$ cat src/hdl/prit_ram.sv
// Generic single-write, single-read synchronous RAM with a registered read port.
// Stand-alone; no package dependencies.
module prit_ram #(
   parameter int WIDTH = 8,
   parameter int DEPTH = 256
) (
   input  logic                     clock,
   input  logic                     wr_en,
   input  logic [$clog2(DEPTH)-1:0] wr_addr,
   input  logic [WIDTH-1:0]         wr_data,
   input  logic                     rd_en,
   input  logic [$clog2(DEPTH)-1:0] rd_addr,
   output logic [WIDTH-1:0]         rd_data
);

   logic [WIDTH-1:0] mem_ff [DEPTH];
   logic [WIDTH-1:0] rd_data_ff;

   always_ff @(posedge clock) begin
      if (wr_en) begin
         mem_ff[wr_addr] <= wr_data;
      end
      if (rd_en) begin
         rd_data_ff <= mem_ff[rd_addr];
      end
   end

   assign rd_data = rd_data_ff;

endmodule

$ cat config.mk
export PLATFORM = sky130hd
export DESIGN_NAME = prit_ram
export DESIGN_NICKNAME = d
export VERILOG_FILES = /design/src/hdl/prit_ram.sv
export SDC_FILE = /design/constraint.sdc
export NUM_CORES = 2
export LEC_CHECK = 0
export BUFFER_PORTS_ARGS = -buffer_cell sky130_fd_sc_hd__buf_2
export CORE_ASPECT_RATIO = 1.2
export CORE_MARGIN = 2
export CORE_UTILIZATION = 51
export DETAILED_ROUTE_END_ITERATION = 7
export PLACE_DENSITY = 0.63
export SYNTH_ARGS = -nofsm -noshare
export SYNTH_HDL_FRONTEND = slang
export SYNTH_SLANG_ARGS = --single-unit
$ cat constraint.sdc
create_clock -name clock -period 3.7 [get_ports clock]
set_clock_uncertainty 0.05 [all_clocks]
set_input_delay 0.74 -clock clock [delete_from_list [all_inputs] [get_ports clock]]
set_output_delay 0.74 -clock clock [all_outputs]
set_load 0.05 [all_outputs]
# --- Word level (Yosys, flattened, before mapping) ---
# Memory sizes are Yosys's and may differ from the RTL's. A register that Yosys moved wholly into a read port is not among the register bits.
# Cells that the tools add are included.
totals:
  register_bits: 0
  wordCells: 3
  out_inout_bits: 8
  mem_bits_ro: 0
  mem_count: 1
  ram_bits: 2048
  latchBits: 0
  inputBits: 27
mem_list:
  columns: ["name", "words", "word_bits", "read_ports", "rd_ports_with_merged_regs", "write_ports", "line", "source"]
  rows:
  - ["mem_ff", 256, 8, 1, 1, 1, "16", "logic [WIDTH-1:0] mem_ff [DEPTH];"]
classes:
  addsub: 0
  n_eq_ne: 0
  n_lt_le_gt_ge: 0
  mux: 2
  n_shift: 0
  reduce_logical: 0
  bitwise: 0
  div: 0
  n_mul: 0
op_table:
  columns: ["operator", "count"]
  rows:
  - ["2-to-1 mux 1 bit", 2]

# --- Logic depth before layout (Yosys ltp) ---
depth:
  word_depth: 2
  ltp_mapped: 11
  depth_no_buf: 6

# --- Worst setup path after synthesis ---
# No wires, ideal clock.
synth_timing:
  path_kind: "input -> register"
  startpoint: "in rd_addr[0]"
  endpoint: "reg rd_data_ff[2] (netlist: rd_data[2]), read port of mem_ff, data pin"
  cell_stages: 9
  setup_ns: 0.269
  required_time_ns: 3.381
  path_buffers: 4
  path_slack_ns: 0.834
  arrival_ns: 2.547
  path_cell_list: "buf_6 -> buf_12 -> buf_8 -> buf_2 -> mux4_2 -> a22oi_1 -> a21oi_1 -> nor4_1 -> nor4_2"
synth_rtl:
  columns: ["element", "line", "source"]
  rows:
  - ["start: declaration", "12", "input logic [$clog2(DEPTH)-1:0] rd_addr,"]
  - ["end: declaration", "17", "logic [WIDTH-1:0] rd_data_ff;"]

==> impl_metrics.env <==
export IMPL_dr_pass1_iters=5
export IMPL_num_io_pins=35
export IMPL_end_kind="flip-flop"
export IMPL_area_growth_pct=15.24
export IMPL_ys_ff_latch=2056
export IMPL_gr_usage_all_layers_pct=25.36
export IMPL_drv_slew=0
export IMPL_synth_edf_count=2056
export IMPL_critical_path_class="input port to flip-flop"
export IMPL_ant_nets=0
export IMPL_synth_top_area_cell="edfxtp_1"
export IMPL_grt_max_degree=115
export IMPL_post_route_min_period_ns=3.531
export IMPL_grt_pass1_vias=40220
export IMPL_ys_flop_type="edfxtp_1"
export IMPL_ir_drop_v=0.0003734
export IMPL_dp_cells=6131
export IMPL_period_share_pct=95.44
export IMPL_startpoint_type="input port"
export IMPL_ys_async_sr_fraction_pct=0
export IMPL_status="finished, final reports clean"
export IMPL_setup_violations=0
export IMPL_internal_power_w=0.03758
export IMPL_synth_commonest_cells="2,056 x edfxtp_1, 454 x mux4_2, 282 x nor2_1, 134 x mux2i_1, 133 x a22oi_1"
export IMPL_yosysMostFrequentCell="edfxtp_1"
export IMPL_synth_seq_area_share_pct=77.53
export IMPL_die_y_um=436.9
export IMPL_maxCapViolations=0
export IMPL_port_buffer_count=34
export IMPL_cp_required_ns=4.20
export IMPL_rsz0062_at_grt="no"
export IMPL_dr_wl_met3_um=15460
export IMPL_synth_top_area_share_pct=77.53
export IMPL_dieWidth_um=364.7
export IMPL_worst_pin_slew_ns=1.009
export IMPL_grt_overflow=0
export IMPL_cts_root_buf="clkbuf_16"
export IMPL_routabilityCongestion=0.8685
export IMPL_yosys_warnings=0
export IMPL_rows=158
export IMPL_detailroute_via_count=39940
export IMPL_arrival_ns=4.03
export IMPL_clock_sinks=2056
export IMPL_leakagePower_nw=29.33
export IMPL_power_frac_comb_pct=5.3
export IMPL_numCtsBuffers=190
export IMPL_power_density_nw_per_um2=519.2
export IMPL_max_slew_margin_pct=32.10
export IMPL_cts_resized=0
export IMPL_cts_tree="yes"
export IMPL_synthCells=3733
export IMPL_route_met2_wl_um=99220
export IMPL_clock_path_buffers=3
export IMPL_grt_pass1_wl_um=287300
export IMPL_crit_path_max_fanout=23
export IMPL_drt_iter0_drc=4797
export IMPL_clock_power_share_pct=40.7
export IMPL_place_hpwl_um=129300
export IMPL_initial_core_util_pct=51.45
export IMPL_top_layer_used="met5"
export IMPL_wl_um=200000
export IMPL_p_seq_share_pct=54.0
export IMPL_yosys_cell_types_count=54
export IMPL_wl_met1_um=79240
export IMPL_ctsHoldBuffers=0
export IMPL_synthesis_nets=3760
export IMPL_final_cells=6477
export IMPL_htree_levels=4
export IMPL_synthesis_area_um2=79640
export IMPL_routed_via_density=6.166
export IMPL_post_cts_buffers=0
export IMPL_fin_nets=4270
export IMPL_clk_latency_ns=0.83
export IMPL_timing_hold_violations_final=0
export IMPL_core_um2=154800
export IMPL_drc=0
export IMPL_p_sw_share_pct=21.13
export IMPL_final_layout_size_suffix_gt1_share_pct=29.81
export IMPL_antenna_found_initial=14
export IMPL_max_freq_ghz=0.2832
export IMPL_p_switching_w=0.01007
export IMPL_wire_per_inst_um=30.88
export IMPL_die_area_um2=159300
export IMPL_synthTopCellsByArea="edfxtp_1 78%, mux4_2 13%, mux2i_1 1.7%"
export IMPL_finalSetupTns_ns=0
export IMPL_worstHoldPathType="input port to flip-flop"
export IMPL_syn_avg_cell_area_um2=21.33
export IMPL_clkTransAtPathRegs_ns=0.07
-- kinds of logic after synthesis --
group | count (synthesis) | synth area share [%]
simple gates | 466 | 2.625
mux | 591 | 14.60
flops | 2056 | 77.53
buf+inv | 235 | 1.829
compound gates | 385 | 3.416
-- routing by layer --
metal | vias up | GRT usage [%]
met1 | 21230 | 34.99
met4 | 14 | 8.018
met2 | 1675 | 41.47
li1 | 16720 | -
met3 | 307 | 4.404
met5 | - | 0
-- power groups by stage --
stage | registers, W | logic (W) | clock network [W]
2_1_floorplan | 0.0262 | 0.00125 | 0
3_3_place_gp | 0.0262 | 0.00252 | 0
3_5_place_dp | 0.0262 | 0.00255 | 0
4_1_cts | 0.0257 | 0.00256 | 0.0197
5_1_grt | 0.0257 | 0.00267 | 0.0206
6_report | 0.0257 | 0.00253 | 0.0194
-- cells in the final DEF (no fill, tap or decap), types with 28 or more instances in the layout --
cell / Yosys / final
buf_4: 27 / 468
edfxtp_1: 2056 / 2056
clkinv_1: 1 / 37
buf_12: 8 / 51
nand3_1: 34 / 34
clkbuf_16: 0 / 197
nand2_1: 33 / 33
mux4_2: 454 / 454
mux2i_1: 134 / 134
a21oi_1: 96 / 96
a22oi_1: 133 / 133
nor2b_1: 31 / 28
clkinv_2: 0 / 46
o221ai_1: 46 / 46
o22ai_1: 28 / 28
nor2_1: 282 / 279
-- worst paths after layout --
path	from	end	slack [ns]	cells past startpoint
min reg2reg	mem_ff[211][2]	rd_data[2]	1.12	5
min	rd_en	rd_data[6]	0.31	1
max reg2reg	mem_ff[83][1]	rd_data[1]	0.58	6
max	rd_addr[0]	rd_data[1]	0.17	11
-- area by class of cell --
type	instances	area (um^2)
antenna	2	5.005
clock buffer	220	5016
clock inverter	124	1121
fill	11110	63010
inverter	2	7.507
multi-input combinational	1442	16490
sequential	2056	61740
tap	2080	2603
timing repair buffer	551	4793
-- registers in the layout, indices dropped and copies added (netlist names) --
| register | cells |
|---|---|
| mem_ff | 2048 |
| rd_data | 8 |
-- per-stage QoR --
| stage | util, % | worst slack, ns | hold WS (ns) | instance area, um^2 | power [W] |
|---|---|---|---|---|---|
| 2_1_floorplan | - | 0.8339 | 0.7889 | 79640 | 0.02748 |
| 3_3_place_gp | 55.32 | -0.7864 | 1.095 | 85630 | 0.02873 |
| 3_5_place_dp | 55.32 | -0.8771 | 1.123 | 85630 | 0.02876 |
| 4_1_cts | 59.28 | 0.009834 | 0.2430 | 91770 | 0.04797 |
| 5_1_grt | 59.29 | 0.1002 | 0.2811 | 91770 | 0.04892 |
| 6_report | 59.29 | 0.1686 | 0.3100 | 91780 | 0.04765 |
-- critical path, cell delays in order --
cell and delay (ns):
buf_8 0.19, buf_12 0.30, buf_12 0.26, buf_12 0.21, buf_4 0.19, mux4_2 0.53, o211ai_1 0.18, a21oi_1 0.18
nor4_1 0.80, buf_4 0.26, nor4_1 0.05
No activity file was read; power rests on OpenSTA's default activity.
